## config.mk

```make
export PLATFORM = sky130hd
export DESIGN_NAME = i2c_register_access_master_flat
export DESIGN_NICKNAME = d
export VERILOG_FILES = /design/src/design/i2c_ra_pkg.sv /design/src/design/i2c_ra_if.sv /design/src/design/i2c_ra_apb.sv /design/src/design/i2c_ra_seq.sv /design/src/design/i2c_register_access_master.sv /design/src/flat_wrapper.sv
export VERILOG_INCLUDE_DIRS = /design/src /design/src/design
export SDC_FILE = /design/constraint.sdc
export NUM_CORES = 1
export LEC_CHECK = 0
export ABC_AREA = 0
export BUFFER_PORTS_ARGS = -buffer_cell sky130_fd_sc_hd__buf_2
export CAP_MARGIN = 0
export CORE_MARGIN = 10
export CORE_UTILIZATION = 40
export CTS_BUF_LIST = sky130_fd_sc_hd__clkbuf_8 sky130_fd_sc_hd__clkbuf_16
export CTS_CLUSTER_DIAMETER = 200
export DETAILED_ROUTE_END_ITERATION = 10
export SYNTH_ARGS = -nofsm -noshare
export SYNTH_HDL_FRONTEND = slang
export SYNTH_SLANG_ARGS = --single-unit
export TNS_END_PERCENT = 20
```

## constraint.sdc

```tcl
create_clock -name clk -period 12.35 [get_ports clk]
set_input_delay 0.6175 -clock clk [delete_from_list [all_inputs] [get_ports clk]]
set_output_delay 0.6175 -clock clk [all_outputs]
set_load 0.02 [all_outputs]
```

## src/design/i2c_register_access_master_macros.svh

```systemverilog
// Assertion macros for the I2C register access master
`ifndef I2C_REGISTER_ACCESS_MASTER_MACROS_SVH
`define I2C_REGISTER_ACCESS_MASTER_MACROS_SVH

// Same-cycle implication, sampled on clk, off during reset
`define I2C_RA_ASSERT_IMP(name, ante, cons, msg) \
    name: assert property (@(posedge clk) disable iff (!rst_n) (ante) |-> (cons)) \
        else $error(msg);

// Next-cycle implication, sampled on clk, off during reset
`define I2C_RA_ASSERT_NXT(name, ante, cons, msg) \
    name: assert property (@(posedge clk) disable iff (!rst_n) (ante) |=> (cons)) \
        else $error(msg);

`endif

```

## src/design/i2c_ra_pkg.sv

```systemverilog
// Types, codes and segment tables of the I2C register access master
`timescale 1ns / 1ps
`default_nettype none

package i2c_ra_pkg;

    localparam logic [1:0] OP_TICK  = 2'd0;
    localparam logic [1:0] OP_WRITE = 2'd1;
    localparam logic [1:0] OP_READ  = 2'd2;

    localparam logic [2:0] KIND_START  = 3'd0;
    localparam logic [2:0] KIND_RSTART = 3'd1;
    localparam logic [2:0] KIND_TX     = 3'd2;
    localparam logic [2:0] KIND_RX     = 3'd3;
    localparam logic [2:0] KIND_NACK   = 3'd4;
    localparam logic [2:0] KIND_STOP   = 3'd5;

    localparam logic [1:0] SEL_ADDR_W = 2'd0;
    localparam logic [1:0] SEL_REG    = 2'd1;
    localparam logic [1:0] SEL_DATA   = 2'd2;
    localparam logic [1:0] SEL_ADDR_R = 2'd3;

    localparam logic [0:0] REG_DEVICE_ADDRESS  = 1'd0;
    localparam logic [0:0] REG_TICKS_PER_PHASE = 1'd1;

    localparam logic [6:0]  DEVICE_ADDRESS_RESET  = 7'd104;
    localparam logic [15:0] TICKS_PER_PHASE_RESET = 16'd100;

    localparam int PADDR_WIDTH = 3;

    localparam logic [2:0] LAST_SEG_WRITE = 3'd4;
    localparam logic [2:0] LAST_SEG_READ  = 3'd7;
    localparam logic [4:0] TX_BITS_END    = 5'd16;
    localparam logic [4:0] RX_LAST_OFF    = 5'd15;

    typedef struct packed {
        logic [1:0] op;
        logic [7:0] target_reg;
        logic [7:0] write_data;
        logic       sda_in;
    } item_t;

    typedef struct packed {
        logic       scl_out;
        logic       sda_out;
        logic       sda_enable;
        logic       busy_res;
        logic       done_res;
        logic [7:0] read_data;
    } res_t;

    typedef struct packed {
        logic [6:0]  device_address;
        logic [15:0] ticks_per_phase;
    } cfg_t;

    function automatic logic [2:0] seg_kind(input logic rd, input logic [2:0] seg);
        logic [2:0] k;
        k = KIND_STOP;
        if (rd)
        begin
            case (seg)
                3'd0:    k = KIND_START;
                3'd1:    k = KIND_TX;
                3'd2:    k = KIND_TX;
                3'd3:    k = KIND_RSTART;
                3'd4:    k = KIND_TX;
                3'd5:    k = KIND_RX;
                3'd6:    k = KIND_NACK;
                default: k = KIND_STOP;
            endcase
        end
        else
        begin
            case (seg)
                3'd0:    k = KIND_START;
                3'd1:    k = KIND_TX;
                3'd2:    k = KIND_TX;
                3'd3:    k = KIND_TX;
                default: k = KIND_STOP;
            endcase
        end
        return k;
    endfunction

    function automatic logic [1:0] seg_sel(input logic rd, input logic [2:0] seg);
        logic [1:0] s;
        case (seg)
            3'd1:    s = SEL_ADDR_W;
            3'd2:    s = SEL_REG;
            3'd3:    s = rd ? SEL_ADDR_W : SEL_DATA;
            3'd4:    s = SEL_ADDR_R;
            default: s = SEL_ADDR_W;
        endcase
        return s;
    endfunction

    function automatic logic [4:0] kind_last_off(input logic [2:0] kind);
        logic [4:0] n;
        case (kind)
            KIND_START:  n = 5'd1;
            KIND_RSTART: n = 5'd2;
            KIND_TX:     n = 5'd17;
            KIND_RX:     n = 5'd15;
            KIND_NACK:   n = 5'd1;
            default:     n = 5'd2;
        endcase
        return n;
    endfunction

endpackage

`default_nettype wire

```

## src/design/i2c_ra_if.sv

```systemverilog
// Valid/ready channel interfaces for command ticks and bus results
`timescale 1ns / 1ps
`default_nettype none

interface i2c_ra_in_if;
    logic       valid;
    logic       ready;
    logic [1:0] op;
    logic [7:0] target_reg;
    logic [7:0] write_data;
    logic       sda_in;

    modport source (output valid, output op, output target_reg, output write_data,
                    output sda_in, input ready);
    modport sink (input valid, input op, input target_reg, input write_data,
                  input sda_in, output ready);
endinterface

interface i2c_ra_out_if;
    logic       valid;
    logic       ready;
    logic       scl_out;
    logic       sda_out;
    logic       sda_enable;
    logic       busy_res;
    logic       done_res;
    logic [7:0] read_data;

    modport source (output valid, output scl_out, output sda_out, output sda_enable,
                    output busy_res, output done_res, output read_data, input ready);
    modport sink (input valid, input scl_out, input sda_out, input sda_enable,
                  input busy_res, input done_res, input read_data, output ready);
endinterface

`default_nettype wire

```

## src/design/i2c_ra_apb.sv

```systemverilog
// APB configuration registers: device address and ticks per phase
`timescale 1ns / 1ps
`default_nettype none

module i2c_ra_apb
    import i2c_ra_pkg::*;
(
    input  wire logic                   clk,
    input  wire logic                   rst_n,
    input  wire logic                   psel,
    input  wire logic                   penable,
    input  wire logic                   pwrite,
    input  wire logic [PADDR_WIDTH-1:0] paddr,
    input  wire logic [31:0]            pwdata,
    output logic      [31:0]            prdata,
    output logic                        pready,
    output cfg_t                        cfg
);

    logic [6:0]  dev_addr_reg;
    logic [15:0] ticks_reg;
    logic        wr_en;
    logic [0:0]  reg_idx;

    assign reg_idx = paddr[2:2];
    assign wr_en   = psel && penable && pwrite;
    assign pready  = 1'b1;

    always_ff @(posedge clk or negedge rst_n)
    begin
        if (!rst_n)
        begin
            dev_addr_reg <= DEVICE_ADDRESS_RESET;
            ticks_reg    <= TICKS_PER_PHASE_RESET;
        end
        else if (wr_en)
        begin
            case (reg_idx)
                REG_DEVICE_ADDRESS:  dev_addr_reg <= pwdata[6:0];
                REG_TICKS_PER_PHASE: ticks_reg    <= pwdata[15:0];
                default:             ;
            endcase
        end
    end

    always_comb
    begin
        case (reg_idx)
            REG_DEVICE_ADDRESS:  prdata = {25'd0, dev_addr_reg};
            REG_TICKS_PER_PHASE: prdata = {16'd0, ticks_reg};
            default:             prdata = 32'd0;
        endcase
    end

    assign cfg.device_address  = dev_addr_reg;
    assign cfg.ticks_per_phase = ticks_reg;

endmodule

`default_nettype wire

```

## src/design/i2c_ra_seq.sv

```systemverilog
// Bus phase sequencer: transaction state and per-tick line levels
`timescale 1ns / 1ps
`default_nettype none

module i2c_ra_seq
    import i2c_ra_pkg::*;
(
    input  wire logic  clk,
    input  wire logic  rst_n,
    input  wire logic  fire,
    input  wire item_t item,
    input  wire cfg_t  cfg,
    output res_t       res
);

    logic        busy_reg,  busy_next;
    logic        rd_reg,    rd_next;
    logic [2:0]  seg_reg,   seg_next;
    logic [4:0]  off_reg,   off_next;
    logic [15:0] tick_reg,  tick_next;
    logic [7:0]  shift_reg, shift_next;
    logic [7:0]  hreg_reg,  hreg_next;
    logic [7:0]  hdata_reg, hdata_next;
    logic [7:0]  rx_reg,    rx_next;
    logic [2:0]  lines_reg, lines_next;

    logic        start;
    logic        done;
    logic [2:0]  kind;
    logic [1:0]  sel;
    logic [4:0]  last_off;
    logic [7:0]  tx_byte;
    logic        tx_bit;
    logic [15:0] tp;
    logic        phase_end;
    logic        seg_end;
    logic        last;
    logic [2:0]  lvl;
    logic [7:0]  shifted;

    assign start = !busy_reg && (item.op == OP_WRITE || item.op == OP_READ);

    always_comb
    begin
        busy_next  = busy_reg || start;
        rd_next    = start ? (item.op == OP_READ) : rd_reg;
        seg_next   = start ? 3'd0 : seg_reg;
        off_next   = start ? 5'd0 : off_reg;
        tick_next  = start ? 16'd0 : tick_reg;
        shift_next = start ? 8'd0 : shift_reg;
        hreg_next  = start ? item.target_reg : hreg_reg;
        hdata_next = start ? item.write_data : hdata_reg;
        rx_next    = rx_reg;

        kind     = seg_kind(rd_next, seg_next);
        sel      = seg_sel(rd_next, seg_next);
        last_off = kind_last_off(kind);

        case (sel)
            SEL_ADDR_W: tx_byte = {cfg.device_address, 1'b0};
            SEL_ADDR_R: tx_byte = {cfg.device_address, 1'b1};
            SEL_REG:    tx_byte = hreg_next;
            default:    tx_byte = hdata_next;
        endcase
        tx_bit = tx_byte[3'd7 - off_next[3:1]];

        case (kind)
            KIND_START:  lvl = (off_next == 5'd0) ? 3'b111 : 3'b101;
            KIND_RSTART: lvl = (off_next == 5'd0) ? 3'b011 :
                               (off_next == 5'd1) ? 3'b111 : 3'b101;
            KIND_TX:     lvl = (off_next < TX_BITS_END) ? {off_next[0], tx_bit, 1'b1}
                                                        : {off_next[0], 2'b10};
            KIND_RX:     lvl = {off_next[0], 2'b10};
            KIND_NACK:   lvl = {off_next[0], 2'b11};
            default:     lvl = (off_next == 5'd0) ? 3'b001 :
                               (off_next == 5'd1) ? 3'b101 : 3'b111;
        endcase

        tp        = (cfg.ticks_per_phase == 16'd0) ? 16'd1 : cfg.ticks_per_phase;
        phase_end = ({1'b0, tick_next} + 17'd1) >= {1'b0, tp};
        seg_end   = off_next == last_off;
        last      = seg_end && (seg_next == (rd_next ? LAST_SEG_READ : LAST_SEG_WRITE));
        shifted   = {shift_next[6:0], item.sda_in};
        done      = 1'b0;
        lines_next = lines_reg;

        if (busy_next)
        begin
            lines_next = lvl;
            if (phase_end)
            begin
                if (kind == KIND_RX && off_next[0])
                begin
                    shift_next = shifted;
                    if (off_next == RX_LAST_OFF)
                    begin
                        rx_next = shifted;
                    end
                end
                tick_next = 16'd0;
                if (last)
                begin
                    busy_next = 1'b0;
                    done      = 1'b1;
                end
                else if (seg_end)
                begin
                    seg_next = seg_next + 3'd1;
                    off_next = 5'd0;
                end
                else
                begin
                    off_next = off_next + 5'd1;
                end
            end
            else
            begin
                tick_next = tick_next + 16'd1;
            end
        end
    end

    always_ff @(posedge clk or negedge rst_n)
    begin
        if (!rst_n)
        begin
            busy_reg  <= 1'b0;
            rd_reg    <= 1'b0;
            seg_reg   <= 3'd0;
            off_reg   <= 5'd0;
            tick_reg  <= 16'd0;
            shift_reg <= 8'd0;
            hreg_reg  <= 8'd0;
            hdata_reg <= 8'd0;
            rx_reg    <= 8'd0;
            lines_reg <= 3'b111;
        end
        else if (fire)
        begin
            busy_reg  <= busy_next;
            rd_reg    <= rd_next;
            seg_reg   <= seg_next;
            off_reg   <= off_next;
            tick_reg  <= tick_next;
            shift_reg <= shift_next;
            hreg_reg  <= hreg_next;
            hdata_reg <= hdata_next;
            rx_reg    <= rx_next;
            lines_reg <= lines_next;
        end
    end

    assign res.scl_out    = lines_next[2];
    assign res.sda_out    = lines_next[1];
    assign res.sda_enable = lines_next[0];
    assign res.busy_res   = busy_next;
    assign res.done_res   = done;
    assign res.read_data  = rx_next;

endmodule

`default_nettype wire

```

## src/design/i2c_register_access_master.sv

```systemverilog
// Top level of the I2C register access master
//
//   channel  direction  handshake            payload
//   in_ch    sink       valid/ready          op, target_reg, write_data, sda_in
//   out_ch   source     valid/ready          scl_out, sda_out, sda_enable, busy_res,
//                                            done_res, read_data
//   apb      slave      psel/penable/pready  paddr, pwdata, prdata
//
// One transfer in and one transfer out per clock when both sides flow.
// A transfer passes through the input register, then through the sequencer into the result register.
// Reset leaves the bus idle with SCL and SDA high and driven.
// A stalled result holds; one more transfer is taken into the input register.
`timescale 1ns / 1ps
`default_nettype none

`include "i2c_register_access_master_macros.svh"

module i2c_register_access_master
    import i2c_ra_pkg::*;
(
    input  wire logic                   clk,
    input  wire logic                   rst_n,
    i2c_ra_in_if.sink                   in_ch,
    i2c_ra_out_if.source                out_ch,
    input  wire logic                   psel,
    input  wire logic                   penable,
    input  wire logic                   pwrite,
    input  wire logic [PADDR_WIDTH-1:0] paddr,
    input  wire logic [31:0]            pwdata,
    output logic      [31:0]            prdata,
    output logic                        pready
);

    cfg_t  cfg;
    item_t item_reg;
    logic  in_vld_reg;
    res_t  res;
    res_t  res_reg;
    logic  out_vld_reg;
    logic  advance;
    logic  fire;
    logic  in_take;

    assign advance     = !out_vld_reg || out_ch.ready;
    assign fire        = in_vld_reg && advance;
    assign in_ch.ready = !in_vld_reg || advance;
    assign in_take     = in_ch.valid && in_ch.ready;

    i2c_ra_apb u_apb (
        .clk     (clk),
        .rst_n   (rst_n),
        .psel    (psel),
        .penable (penable),
        .pwrite  (pwrite),
        .paddr   (paddr),
        .pwdata  (pwdata),
        .prdata  (prdata),
        .pready  (pready),
        .cfg     (cfg)
    );

    i2c_ra_seq u_seq (
        .clk   (clk),
        .rst_n (rst_n),
        .fire  (fire),
        .item  (item_reg),
        .cfg   (cfg),
        .res   (res)
    );

    always_ff @(posedge clk or negedge rst_n)
    begin
        if (!rst_n)
        begin
            in_vld_reg  <= 1'b0;
            out_vld_reg <= 1'b0;
        end
        else
        begin
            if (in_ch.ready)
            begin
                in_vld_reg <= in_ch.valid;
            end
            if (advance)
            begin
                out_vld_reg <= in_vld_reg;
            end
        end
    end

    always_ff @(posedge clk)
    begin
        if (in_take)
        begin
            item_reg.op         <= in_ch.op;
            item_reg.target_reg <= in_ch.target_reg;
            item_reg.write_data <= in_ch.write_data;
            item_reg.sda_in     <= in_ch.sda_in;
        end
        if (fire)
        begin
            res_reg <= res;
        end
    end

    assign out_ch.valid      = out_vld_reg;
    assign out_ch.scl_out    = res_reg.scl_out;
    assign out_ch.sda_out    = res_reg.sda_out;
    assign out_ch.sda_enable = res_reg.sda_enable;
    assign out_ch.busy_res   = res_reg.busy_res;
    assign out_ch.done_res   = res_reg.done_res;
    assign out_ch.read_data  = res_reg.read_data;

    `I2C_RA_ASSERT_IMP(a_done_not_busy, out_ch.valid && out_ch.done_res, !out_ch.busy_res, "done with busy set")
    `I2C_RA_ASSERT_IMP(a_released_high, out_ch.valid && !out_ch.sda_enable, out_ch.sda_out, "released SDA not high")
    `I2C_RA_ASSERT_NXT(a_stall_keeps_item, in_vld_reg && !advance, in_vld_reg, "stalled item lost")
    `I2C_RA_ASSERT_NXT(a_fire_gives_result, fire, out_vld_reg, "computed result not presented")

endmodule

`default_nettype wire

```

## src/flat_wrapper.sv

```systemverilog
// flat-port wrapper written by rule: the top's interface ports become plain ports
module i2c_register_access_master_flat import i2c_ra_pkg::*;
  (clk, rst_n, psel, penable, pwrite, paddr, pwdata, prdata, pready, in_ch_valid, in_ch_op, in_ch_target_reg, in_ch_write_data, in_ch_sda_in, in_ch_ready, out_ch_valid, out_ch_scl_out, out_ch_sda_out, out_ch_sda_enable, out_ch_busy_res, out_ch_done_res, out_ch_read_data, out_ch_ready);
  i2c_ra_in_if in_ch_i ();
  i2c_ra_out_if out_ch_i ();
  input  wire logic clk;
  input  wire logic rst_n;
  input  wire logic psel;
  input  wire logic penable;
  input  wire logic pwrite;
  input  wire logic [PADDR_WIDTH-1:0] paddr;
  input  wire logic [31:0] pwdata;
  output logic      [31:0] prdata;
  output logic pready;
  input wire logic [$bits(in_ch_i.valid)-1:0] in_ch_valid;
  input wire logic [$bits(in_ch_i.op)-1:0] in_ch_op;
  input wire logic [$bits(in_ch_i.target_reg)-1:0] in_ch_target_reg;
  input wire logic [$bits(in_ch_i.write_data)-1:0] in_ch_write_data;
  input wire logic [$bits(in_ch_i.sda_in)-1:0] in_ch_sda_in;
  output wire logic [$bits(in_ch_i.ready)-1:0] in_ch_ready;
  output wire logic [$bits(out_ch_i.valid)-1:0] out_ch_valid;
  output wire logic [$bits(out_ch_i.scl_out)-1:0] out_ch_scl_out;
  output wire logic [$bits(out_ch_i.sda_out)-1:0] out_ch_sda_out;
  output wire logic [$bits(out_ch_i.sda_enable)-1:0] out_ch_sda_enable;
  output wire logic [$bits(out_ch_i.busy_res)-1:0] out_ch_busy_res;
  output wire logic [$bits(out_ch_i.done_res)-1:0] out_ch_done_res;
  output wire logic [$bits(out_ch_i.read_data)-1:0] out_ch_read_data;
  input wire logic [$bits(out_ch_i.ready)-1:0] out_ch_ready;
  assign in_ch_i.valid = in_ch_valid;
  assign in_ch_i.op = in_ch_op;
  assign in_ch_i.target_reg = in_ch_target_reg;
  assign in_ch_i.write_data = in_ch_write_data;
  assign in_ch_i.sda_in = in_ch_sda_in;
  assign in_ch_ready = in_ch_i.ready;
  assign out_ch_valid = out_ch_i.valid;
  assign out_ch_scl_out = out_ch_i.scl_out;
  assign out_ch_sda_out = out_ch_i.sda_out;
  assign out_ch_sda_enable = out_ch_i.sda_enable;
  assign out_ch_busy_res = out_ch_i.busy_res;
  assign out_ch_done_res = out_ch_i.done_res;
  assign out_ch_read_data = out_ch_i.read_data;
  assign out_ch_i.ready = out_ch_ready;
  i2c_register_access_master u_core (.clk(clk), .rst_n(rst_n), .in_ch(in_ch_i), .out_ch(out_ch_i), .psel(psel), .penable(penable), .pwrite(pwrite), .paddr(paddr), .pwdata(pwdata), .prdata(prdata), .pready(pready));
endmodule
```

[Yosys cells after proc, flatten, opt, wreduce, memory -nomap -nowiden]
Index checks and enable logic that the tools add are counted.
Storage, ports and cells
  register bits after elaboration: 118
  bits in latches: 0
  bits in writable memories: 0
  memory bits (read-only): 0
  input port bits: 61
  output and inout bits: 48
  word-level logic and storage cells: 124
  memories: 0
Operators by class
  $add $sub $neg: 5
  $mul: 0
  div/mod/pow operators: 0
  magnitude comparators: 3
  equality and inequality tests: 18
  shift-type cells: 0
  muxes and demuxes: 48
  bitwise logic cells: 1
  reduce and logical (&&, ||, !) cells: 25
Operators with widths (number)
  2-to-1 mux 8 bit: 10
  2-to-1 mux 16 bit: 4
  one-hot mux 32 bit (2 select lines): 1
  one-hot mux 3 bit (5 select lines): 2
  2-to-1 mux 3 bit: 9
  2-to-1 mux 5 bit: 5
  one-hot mux 8 bit (3 select lines): 1
  adder 16 x 1 -> 17 bit (second input constant): 1
  >= comparator 17 x 16 -> 1 bit: 1
  adder 16 x 1 -> 16 bit (second input constant): 1
  zero test 16 bit: 1
  one-hot mux 5 bit (3 select lines): 1
  equality test 3 x 2 -> 1 bit (second input constant): 4
  equality test 3 bit (second input constant): 4
  2-to-1 mux 2 bit: 6
  logical AND 1 bit: 7
  equality test 3 x 1 -> 1 bit (second input constant): 2
  zero test 3 bit: 2
  2-to-1 mux 1 bit: 6
  one-hot mux 2 bit (3 select lines): 1
  one-hot mux 3 bit (2 select lines): 1
  AND reduction 2 bit: 3
  OR reduction 3 bit: 2
  adder 5 x 1 -> 5 bit (second input constant): 1
  other kinds (17): 24

[Depth between registers and ports, before layout]
Gate-level depths: netlist of the first run.
  depth after elaboration: 16
  gate-level depth with buffers: 25
  mapped depth without buffers: 20

[By module]
Synthesis of the first run repeated with hierarchy kept, for this count alone.
Second synthesis, totals
  cell total of the unflattened synthesis: 622
  area, all modules: 6867.8 um2
By module, submodules not included
  i2c_ra_seq: instances 1, cells each 496, area an instance 4585.6 um2, sequential area each 1505.2 um2
  i2c_ra_apb: instances 1, cells each 86, area an instance 1217.4 um2, sequential area each 583.1 um2
  i2c_register_access_master: instances 1, cells each 40, area an instance 1064.8 um2, sequential area each 1011.0 um2

[Worst setup path after synthesis of the first run]
Ideal clock, no wire load.
  kind: register to register
  start point: register u_core.item_reg[18] (netlist name)
  end point: register u_core.res_reg (netlist bit u_core.out_ch.read_data[0]) (data pin)
  setup time: 260 ps
  arrival: 4230 ps
  data required time: 12090 ps
  path slack: 7861 ps
  cell stages (with the launch flop): 24
  path buffers: 5
  period minus slack after synthesis: 4489 ps
  path through: edfxtp_1 -> ha_1 -> buf_6 -> or2_1 -> buf_2 -> clkbuf_1 -> and2_1 -> ha_1 -> nand2_1 -> nor3_1 -> nand3_1 -> nor2_1 -> xnor2_1 -> nor2_1 -> ha_1 -> nand3_1 -> nor3_1 -> o21a_1 -> a31oi_1 -> nand4_1 -> buf_2 -> and2_1 -> buf_2 -> mux2_2
RTL lines
  from (decl): line i2c_register_access_master.sv:35  | item_t item_reg;
  to (signal assigned): line i2c_register_access_master.sv:102  | res_reg <= res;
  to (decl): line i2c_register_access_master.sv:38  | res_t res_reg;

==> results of run 1 <==
[layout make-up]
type / count / area share
repair buffers: 78 / 0.05384
flip-flops and latches: 117 / 0.4116
well taps: 216 / 0.03589
clock inverters: 15 / 0.01279
inverters: 28 / 0.01429
clock buffers: 17 / 0.05650
multi-input cells: 439 / 0.4151
[cell usage after synthesis (8+ instances only)]
| master | n |
|---|---|
| a21oi_1 | 22 |
| a22o_1 | 8 |
| and2_1 | 19 |
| and3_1 | 9 |
| buf_4 | 18 |
| clkbuf_1 | 14 |
| dfrtp_1 | 76 |
| dfstp_2 | 9 |
| edfxtp_1 | 32 |
| ha_1 | 28 |
| inv_1 | 27 |
| mux2_2 | 65 |
| nand2_1 | 70 |
| nand3_1 | 14 |
| nand4_1 | 8 |
| nor2_1 | 33 |
| nor3_1 | 10 |
| o21ai_0 | 26 |
| xnor2_1 | 8 |
[worst max-delay path, delay by kind of cell (launching register included)]
family                   cells  cell delay [ns]
AO/OA/AOI/OAI                1             0.26
XOR/XNOR                     1             0.16
adder cells (fa/ha/maj)      3             1.16
buffers and inverters        1             0.32
flip-flops                   1             0.36
multiplexers                 1             0.38
AND/OR/NAND/NOR             11             2.30
[layout by cell type, fill, tap and decap left out, types with 9 or more instances in the layout]
cell,n
nor2_1,32
conb_1,17
edfxtp_1,32
clkbuf_16,17
nand2_1,70
o21ai_0,26
a21oi_1,22
dfrtp_1,76
nand3_1,14
and3_1,9
and2_1,19
dfstp_2,9
nor3_1,10
buf_2,72
inv_1,30
mux2_2,65
ha_1,28
[power by group]
part / total [mW] / switching [mW] / internal (mW)
combinational: 0.225 / 0.125 / 0.100
sequential: 0.508 / 0.0446 / 0.463
clock: 0.433 / 0.181 / 0.252
total: 1.17 / 0.351 / 0.816
[cell families (layout without fill, tap and decap cells)]
group / Yosys count / count (layout) / synth area share
AND/OR/NAND/NOR: 194 / 194 / 0.1471
flip-flops: 117 / 117 / 0.4755
AO/OA/AOI/OAI: 116 / 116 / 0.1252
buffers and inverters: 71 / 138 / 0.05395
multiplexers: 70 / 70 / 0.1246
adder cells (fa/ha/maj): 28 / 28 / 0.05375
XOR/XNOR: 14 / 14 / 0.01881
other: 2 / 17 / 0.001152
[metal layers]
metal | track usage | routed length [um]
met5 | 0 | 0
met1 | 0.1790 | 6919
met2 | 0.2236 | 7213
met4 | 0.05055 | 216
met3 | 0.04335 | 828
[through the flow]
step	instances	util	hold slack, ns	worst slack, ns	cell area, um^2
floorplan	627	-	0.3219	7.861	6574
global placement	878	0.4396	0.4476	7.171	7008
detailed placement	878	0.4396	0.4610	7.155	7008
CTS	910	0.4723	0.1968	7.121	7530
global route	910	0.4723	0.2200	6.718	7530
finish	910	0.4723	0.1816	7.126	7530
[how the worst min path moves through the flow]
stage / startpoint / to / slack [ns]
after floorplan: rst_n / u_core.in_vld_reg$_DFFE_PN0N_ / 0.32
after global placement: u_core.u_seq.lines_reg[2]$_DFFE_PN1P_ / u_core.u_seq.lines_reg[2]$_DFFE_PN1P_ / 0.45
after detailed placement: u_core.u_seq.tick_reg[0]$_DFFE_PN0P_ / u_core.u_seq.tick_reg[0]$_DFFE_PN0P_ / 0.46
after CTS: rst_n / u_core.u_apb.ticks_reg[14]$_DFFE_PN0P_ / 0.20
after global routing: rst_n / u_core.u_apb.ticks_reg[14]$_DFFE_PN0P_ / 0.22
final: rst_n / u_core.u_apb.ticks_reg[14]$_DFFE_PN0P_ / 0.18
==> results_dict.tcl, run 1 <==
set metrics [dict create \
    status "finished clean" \
    relSlewSlack 0.3405 \
    insertion_delay_ns 0.42 \
    synth_cell_types 68 \
    cts-root-buf "clkbuf_16" \
    viasPerCell 5.322 \
    async_reset_ff_frac 0.7265 \
    cp_cell_sequence "ha_1, or2_1, and2_1, ha_1, nand2_1, nor3_1, nand3_1, nor2_1, xnor2_1, nor2_1, ha_1, nand3_1, nor3_1, o311ai_0, nand4_1, buf_4, and2_1, mux2_2" \
    die-height_um 147.6 \
    synth_area_leaders "dfrtp_1, edfxtp_1, mux2_2" \
    postCtsHoldBufs 0 \
    reg2reg_depth 18 \
    cts_buffers 17 \
    drtIter0Drc 242 \
    synth_edf_count 32 \
    regToRegEndpoint "u_core.out_ch.read_data[5]$_DFFE_PP_" \
    track_usage 0.1415 \
    routedWlPerCell_um 16.68 \
    skew_ns 0.006087 \
    die_x_um 147.6 \
    grt_pass1_vias 4924 \
    synth_seq_area_share 0.4755 \
    finalCritPeriodShare 0.4230 \
    crit_start "u_core.item_reg[18]$_DFFE_PP_" \
    path_common_cell "ha_1" \
    hold_violations 0 \
    drc 0 \
    startpoint_type "register" \
    row_count 46 \
    hold_path_class "input pin to asynchronous set/reset pin" \
    nFillCells 1482 \
    fin_tns_setup_ns 0 \
    syn_to_final_growth_pct 15.53 \
    yosys.area.top_type_share 0.2918 \
    antenna_found_initial 0 \
    die-area_um2 21800 \
    ys.flop_type "dfrtp_1" \
    timing.rr.start "u_core.item_reg[18]$_DFFE_PP_" \
    crit_arrival_ns 5.39 \
    num_io_pins 109 \
    hpwl_mm 10.89 \
    slew_violations 0 \
    clk_pin_slew_ns 0.06 \
    yosysTopAreaCell "dfrtp_1" \
    power_mw 1.166 \
    drtPass1Iterations 4 \
    pwr_density_cell_nw_per_um2 154.9 \
    globalplace.congestion 0.8609 \
    p_leak_nw 3.408 \
    crit_type "register to register" \
    cts_buffer_depth 2 \
    cp_max_fo 31 \
    slowest_delay_ns 0.60 \
    min_period_ns 5.224 \
    io_buffers 73 \
    initial_utilization 0.4088 \
    cap_violations 0 \
    numClockSinks 117 \
    rsz0062_at_grt "false" \
    largest_reg_flops 19 \
    ff_latch_area_um2 3099 \
    post_cts_buffers 0 \
    ir_drop_v 0.00009489 \
    ant_nets 0 \
    grt_max_degree 45 \
    ys_ff_latch 117 \
    synthCells 612 \
    synthesis.area_um2 6518 \
    end_kind "register" \
    grt_pass1_wl_mm 25.14 \
    r2r_setup_slack_ns 7.13 \
    tritoncts "built" \
    synth_area_per_cell_um2 10.65 \
    grt_overflow 0 \
    fin_nets 770 \
    drive_gt1_frac 0.2824 \
    multi_input_area_um2 3126 \
    cts_resized 0 \
    routed_wl_mm 15.18 \
    required_ns 12.52 \
    vias 4843 \
    htree_num_levels 4 \
    worstMarginPinSlew_ns 0.9869 \
    crit_end "u_core.out_ch.read_data[5]$_DFFE_PP_" \
    finalSetupViolCount 0 \
    antennaDiodeCount 0 \
    yosys_warnings 0 \
    core_um2 15940 \
    critPathSlowestCell "ha_1" \
    fmax_ghz 0.1914 \
]
No activity file was read; power rests on OpenSTA's default activity.
==> run 2: changes to the inputs <==
Settings changed: ABC_AREA 0 to 1.
Clock period 12.35 ns to 4.9 ns, I/O delays scaled along.
==> run 2 against run 1 <==
Synthesized cell count is 40% higher. Hold slack lost 0.16 ns. Non-clock buffer count rose by 20. Combinational power grew to 6.4 times the previous value. Synthesized area grew 5.8%.
==> results_dict.tcl, run 2 <==
set metrics [dict create \
    yosys_warnings 0 \
    skew_ns 0.007510 \
    dp_cells 1128 \
    drtPass1Iterations 5 \
    instances_no_fill 1177 \
    grt_overflow 0 \
    hold_slack_ns 0.02374 \
    slew_violations 0 \
    routed_wl_mm 16.01 \
    timing.rr.start "u_core.item_reg[18]$_DFFE_PP_" \
    synth_area_leaders "dfrtp_1, edfxtp_1, nand2_1" \
    die-area_um2 22890 \
    cts_buffers 17 \
    reg2reg_depth 22 \
    min_period_ns 4.272 \
    io_buffers 73 \
    cts_buffer_depth 2 \
    largest_reg_flops 19 \
    yosys.cell_count.top_type "nand2_1" \
    crit_start "u_core.item_reg[18]$_DFFE_PP_" \
    finalCritPeriodShare 0.8718 \
    crit_arrival_ns 4.44 \
    synthesis.area_um2 6894 \
    numClockSinks 117 \
    antenna_found_initial 0 \
    layout_common_cells "nand2_1, inv_1, dfrtp_1" \
    cts-root-buf "clkbuf_16" \
    setup_ws_ns 0.6282 \
    pwr_density_cell_nw_per_um2 516.6 \
    drc 0 \
    core_um2 16760 \
    synthCells 857 \
    required_ns 5.07 \
    layout_commonest_cell "nand2_1" \
    worstMarginPinSlew_ns 0.9476 \
    crit_type "register to register" \
    ys_ff_latch 117 \
    cp_max_fo 17 \
    synth_seq_area_share 0.4495 \
    hpwl_mm 11.53 \
    ys.flop_type "dfrtp_1" \
    initial_utilization 0.4113 \
    clk_pin_slew_ns 0.05 \
    drive_gt1_frac 0.1630 \
    worstHoldStart "in_ch_op[1]" \
    p_leak_nw 4.130 \
    cap_violations 0 \
    track_usage 0.1459 \
    globalplace.congestion 0.8974 \
    regToRegEndpoint "u_core.out_ch.read_data[5]$_DFFE_PP_" \
    hold_depth 1 \
    rsz0062_at_grt "false" \
    row_count 47 \
    synth_area_per_cell_um2 8.044 \
    syn_to_final_growth_pct 18.97 \
    cp_cell_sequence "ha_1, inv_2, nand2_4, nand4_1, nor2_1, nand2_1, nor3_2, nand4_1, nor2_1, xnor2_1, inv_1, ha_1, and3_1, nand4_1, o21ai_0, a21oi_1, nand2_4, nand2_4, nor2_8, nand2_4, nand2_1, and2_1" \
    hold_path_class "input pin to register" \
    drtIter0Drc 302 \
    synth_edf_count 32 \
    viasPerCell 4.754 \
    yosysTopAreaCell "dfrtp_1" \
    pre_cts_ws_ns 0.6197 \
    htree_num_levels 4 \
    slowest_delay_ns 0.39 \
    grt_pass1_vias 5577 \
    insertion_delay_ns 0.41 \
    path_common_cell "nand2_4" \
    die-height_um 151.3 \
    fin_tns_setup_ns 0 \
    r2r_setup_slack_ns 0.63 \
    ant_nets 0 \
    synth_cell_types 50 \
    async_reset_ff_frac 0.7265 \
    vias 5596 \
    tritoncts "built" \
    fmax_ghz 0.2341 \
    startpoint_type "register" \
    critPathSlowestCell "ha_1" \
    relSlewSlack 0.3667 \
    fin_nets 1034 \
    antennaDiodeCount 0 \
    hold_path_end "u_core.item_reg[18]$_DFFE_PP_" \
    num_io_pins 109 \
    power_mw 4.237 \
    ys_top_cells_by_count "nand2_1, inv_1, dfrtp_1" \
    hold_violations 0 \
    nFillCells 1673 \
    ir_drop_v 0.0003273 \
    cts_resized 0 \
    yosys.area.top_type_share 0.2759 \
    status "finished clean" \
    routedWlPerCell_um 13.60 \
    grt_pass1_wl_mm 27.31 \
    grt_max_degree 67 \
    die_x_um 151.3 \
    end_kind "register" \
    finalSetupViolCount 0 \
]
-- run 2: worst max-delay path by stage --
stage,end,slack [ns],cells after the start
CTS,u_core.out_ch.read_data[5]$_DFFE_PP_,0.60,22
finish,u_core.out_ch.read_data[5]$_DFFE_PP_,0.63,22
global route,u_core.out_ch.read_data[5]$_DFFE_PP_,0.15,22
detailed placement,u_core.out_ch.read_data[5]$_DFFE_PP_,0.62,22
global placement,u_core.out_ch.read_data[2]$_DFFE_PP_,0.66,22
floorplan,u_core.out_ch.read_data[3]$_DFFE_PP_,0.80,24
-- run 2: stage by stage --
stage,utilization,area (um^2)
final,0.4894,8202
after global routing,0.4894,8202
after CTS,0.4894,8202
after detailed placement,0.4406,7385
after global placement,0.4406,7385
after floorplan,-,6950
-- run 2: area by class of cell --
| cell class | instances | area (um^2) | area share |
|---|---|---|---|
| inverters | 128 | 480.5 | 0.05858 |
| clock inverters | 12 | 183.9 | 0.02243 |
| multi-input cells | 583 | 3109 | 0.3791 |
| clock buffers | 19 | 452.9 | 0.05522 |
| well taps | 220 | 275.3 | 0.03356 |
| flip-flops and latches | 117 | 3099 | 0.3779 |
| repair buffers | 98 | 600.6 | 0.07323 |
-- run 2: logic make-up (layout without fill, tap and decap cells) --
| group | Yosys count | count (layout) | share of synthesized area |
|---|---|---|---|
| AND/OR/NAND/NOR | 390 | 390 | 0.2593 |
| buffers and inverters | 172 | 257 | 0.1076 |
| AO/OA/AOI/OAI | 129 | 129 | 0.1058 |
| flip-flops | 117 | 117 | 0.4495 |
| adder cells (fa/ha/maj) | 28 | 28 | 0.05082 |
| XOR/XNOR | 13 | 13 | 0.01652 |
| multiplexers | 6 | 6 | 0.009256 |
| other | 2 | 17 | 0.001089 |
-- run 2: per-layer routing --
layer | vias up | global-route usage | wire length, um
li1 | 2929 | - | -
met1 | 2558 | 0.1868 | 7429
met2 | 97 | 0.2404 | 7688
met3 | 12 | 0.03311 | 732
met4 | 0 | 0.04235 | 157
met5 | - | 0 | 0
-- run 2: critical path: cells and delay by family, from the launching register on --
family / cells / cell delay, ns
and+or+nand+nor: 15 / 2.33
adders and majority gates: 2 / 0.69
DFF: 1 / 0.37
AOI/OAI and AO/OA: 2 / 0.32
xor gates and xnor gates: 1 / 0.18
buffers and inverters: 2 / 0.15
-- run 2: power by group --
part | internal, mW | switching (mW) | total, mW
Clock | 0.917 | 0.426 | 1.34
Combinational | 0.490 | 0.964 | 1.45
Sequential | 1.30 | 0.139 | 1.44
-- run 2: timing repair --
item                       4_1_cts  5_1_grt
buffers inserted                 0        0
hold buffers                    18        0
hold endpoints to repair        36        0
setup endpoints to repair        0        0
==> run 3: changes to the inputs <==
Settings changed: CORE_MARGIN 10 to 5, CORE_UTILIZATION 40 to 30.
==> run 3 against run 2 <==
First-iteration DRC count is 7.3% lower. Via count is 0.73% higher. Combinational power hardly changed. Final cell count is 5.6% higher. Critical path type unchanged. Critical endpoint is now u_core.out_ch.read_data[3]$_DFFE_PP_. Largest cell class unchanged.
==> results_dict.tcl, run 3 (same netlist as run 2, synthesis figures left out) <==
set metrics [dict create \
    pwr_density_cell_nw_per_um2 499.6 \
    worstMarginPinSlew_ns 0.9450 \
    combPwrFrac 0.353 \
    core_um2 22640 \
    p_leak_nw 4.097 \
    layout_common_cells "nand2_1, inv_1, dfrtp_1" \
    sequentialPowerShare 0.350 \
    grt_use_met1 0.1662 \
    fmax_ghz 0.2430 \
    drtPass1Iterations 4 \
    row_count 55 \
    cts_buffers 17 \
    htree_num_levels 4 \
    ant_nets 0 \
    viasPerCell 4.535 \
    vias 5637 \
    hold_violations 0 \
    hold_depth 1 \
    multi_input_area_um2 3109 \
    crit_arrival_ns 4.30 \
    cp_max_fo 17 \
    slowest_delay_ns 0.40 \
    die-area_um2 26110 \
    grt_busiest_layer "met2" \
    ff_latch_area_um2 3099 \
    cp_cell_sequence "ha_1, nor2_4, nor2_1, ha_1, nand4_2, nor2_4, nand4_4, nor2_4, nand2_1, nand2_1, inv_1, ha_1, a21o_1, a21oi_1, o21ai_0, a21oi_1, nand2_4, nand2_4, nor2_8, nand2_4, nand2_1, and2_1" \
    routedWlPerCell_um 12.80 \
    globalplace.congestion 0.8759 \
    initial_utilization 0.3045 \
    hpwl_mm 11.33 \
    tritoncts "built" \
    startpoint_type "register" \
    clockPowerShare 0.297 \
    nFillCells 2310 \
    p_sw_frac 0.3833 \
    insertion_delay_ns 0.42 \
    worst-path-buf-inv 1 \
    io_buffers 73 \
    timing.rr.start "u_core.item_reg[18]$_DFFE_PP_" \
    grt_pass1_vias 5541 \
    crit_type "register to register" \
    finalCritPeriodShare 0.8399 \
    p_switching_mw 1.578 \
    grt_util_met3 0.02781 \
    slew_violations 0 \
    die_x_um 161.6 \
    critPathSlowestCell "ha_1" \
    internal_power_mw 2.538 \
    routed_wl_mm 15.91 \
    post_cts_buffers 0 \
    drc 0 \
    fin_tns_setup_ns 0 \
    skew_ns 0.009260 \
    relSlewSlack 0.3684 \
    required_ns 5.08 \
    regToRegEndpoint "u_core.out_ch.read_data[3]$_DFFE_PP_" \
    reg2reg_depth 22 \
    drtIter0Drc 280 \
    die-height_um 161.6 \
    min_period_ns 4.116 \
    rsz0062_at_grt "false" \
    grt_overflow 0 \
    r2r_setup_slack_ns 0.78 \
    cts_buffer_depth 2 \
    largest_reg_flops 19 \
    syn_to_final_growth_pct 19.49 \
    status "finished clean" \
    clk_pin_slew_ns 0.06 \
    antenna_found_initial 0 \
    cts-root-buf "clkbuf_16" \
    worst-path-stages 22 \
    grt_util_met2 0.2075 \
    grt_pass1_wl_mm 26.99 \
    num_io_pins 109 \
    end_kind "register" \
    crit_start "u_core.item_reg[18]$_DFFE_PP_" \
    numClockSinks 117 \
    cp_top_family "simple AND/OR/NAND/NOR gates" \
    ir_drop_v 0.0002442 \
    antennaDiodeCount 0 \
    drive_gt1_frac 0.1649 \
    finalSetupViolCount 0 \
    hold_path_class "input pin to register" \
    grt_max_degree 57 \
    power_mw 4.116 \
    crit_end "u_core.out_ch.read_data[3]$_DFFE_PP_" \
    track_usage 0.1262 \
    fin_nets 1035 \
    cap_violations 0 \
    layout_commonest_cell "nand2_1" \
]
run 3: changes by cell type in the layout (fill, tap and decap cells not counted):
| cell | delta |
|---|---|
| dlygate4sd3_1 | +1 |
| clkinv_1 | -2 |
| clkinv_4 | +5 |
| bufinv_16 | -3 |
| clkinv_2 | -3 |
| inv_6 | +3 |
| clkbuf_8 | -2 |
| clkinvlp_4 | +2 |
run 3: worst reg2reg max path, cell delays in order (launching register included):
cell and delay, ns:
edfxtp_1 0.38, ha_1 0.40, nor2_4 0.12, nor2_1 0.23, ha_1 0.26, nand4_2 0.17, nor2_4 0.18, nand4_4 0.13
nor2_4 0.12, nand2_1 0.05, nand2_1 0.09, inv_1 0.05, ha_1 0.29, a21o_1 0.16, a21oi_1 0.15, o21ai_0 0.10
a21oi_1 0.22, nand2_4 0.15, nand2_4 0.16, nor2_8 0.09, nand2_4 0.17, nand2_1 0.08, and2_1 0.14
run 3: final cells by class:
cell class | count | share of cell area
clock inverters | 14 | 0.01899
repair buffers | 99 | 0.07412
well taps | 285 | 0.04329
clock buffers | 17 | 0.05164
multi-input cells | 583 | 0.3774
flip-flops and latches | 117 | 0.3762
inverters | 128 | 0.05832
run 3: timing repair:
action                    in CTS  in global routing
resized for setup              0                  0
hold endpoints to repair      46                  0
hold buffers                  19                  0
run 3: routing by layer:
layer / routed length, um / vias to the layer above
met5: 0 / -
met4: 188 / 0
met3: 691 / 18
met2: 7574 / 110
met1: 7452 / 2577
li1: - / 2932
run 3: how the worst min path moves through the flow:
| stage | start | slack, ns | to |
|---|---|---|---|
| 4_1_cts | in_ch_sda_in | 0.009 | u_core.item_reg[0]$_DFFE_PP_ |
| 3_3_place_gp | rst_n | 0.21 | u_core.u_seq.rx_reg[2]$_DFFE_PN0P_ |
| 5_1_grt | in_ch_sda_in | 0.02 | u_core.item_reg[0]$_DFFE_PP_ |
| 3_5_place_dp | rst_n | 0.21 | u_core.u_seq.rx_reg[4]$_DFFE_PN0P_ |
| 6_report | in_ch_sda_in | 0.04 | u_core.item_reg[0]$_DFFE_PP_ |
| 2_1_floorplan | rst_n | -0.05 | u_core.in_vld_reg$_DFFE_PN0N_ |
run 3: power groups by stage:
stage	registers (mW)	logic (mW)	clock network [mW]
floorplan	1.46	1.07	0
global placement	1.45	1.42	0
detailed placement	1.46	1.44	0
CTS	1.44	1.46	1.26
global route	1.47	1.67	1.31
finish	1.44	1.45	1.22
run 3: through the flow:
step	setup slack (ns)	hold slack, ns	std cells	utilization	area, um^2
detailed placement	0.7348	0.2116	1193	0.3298	7466
finish	0.7843	0.03565	1243	0.3639	8238
global route	0.3043	0.01922	1243	0.3639	8238
CTS	0.7042	0.008852	1243	0.3639	8238
global placement	0.8252	0.2112	1193	0.3298	7466
floorplan	0.7964	-0.05059	872	-	6950
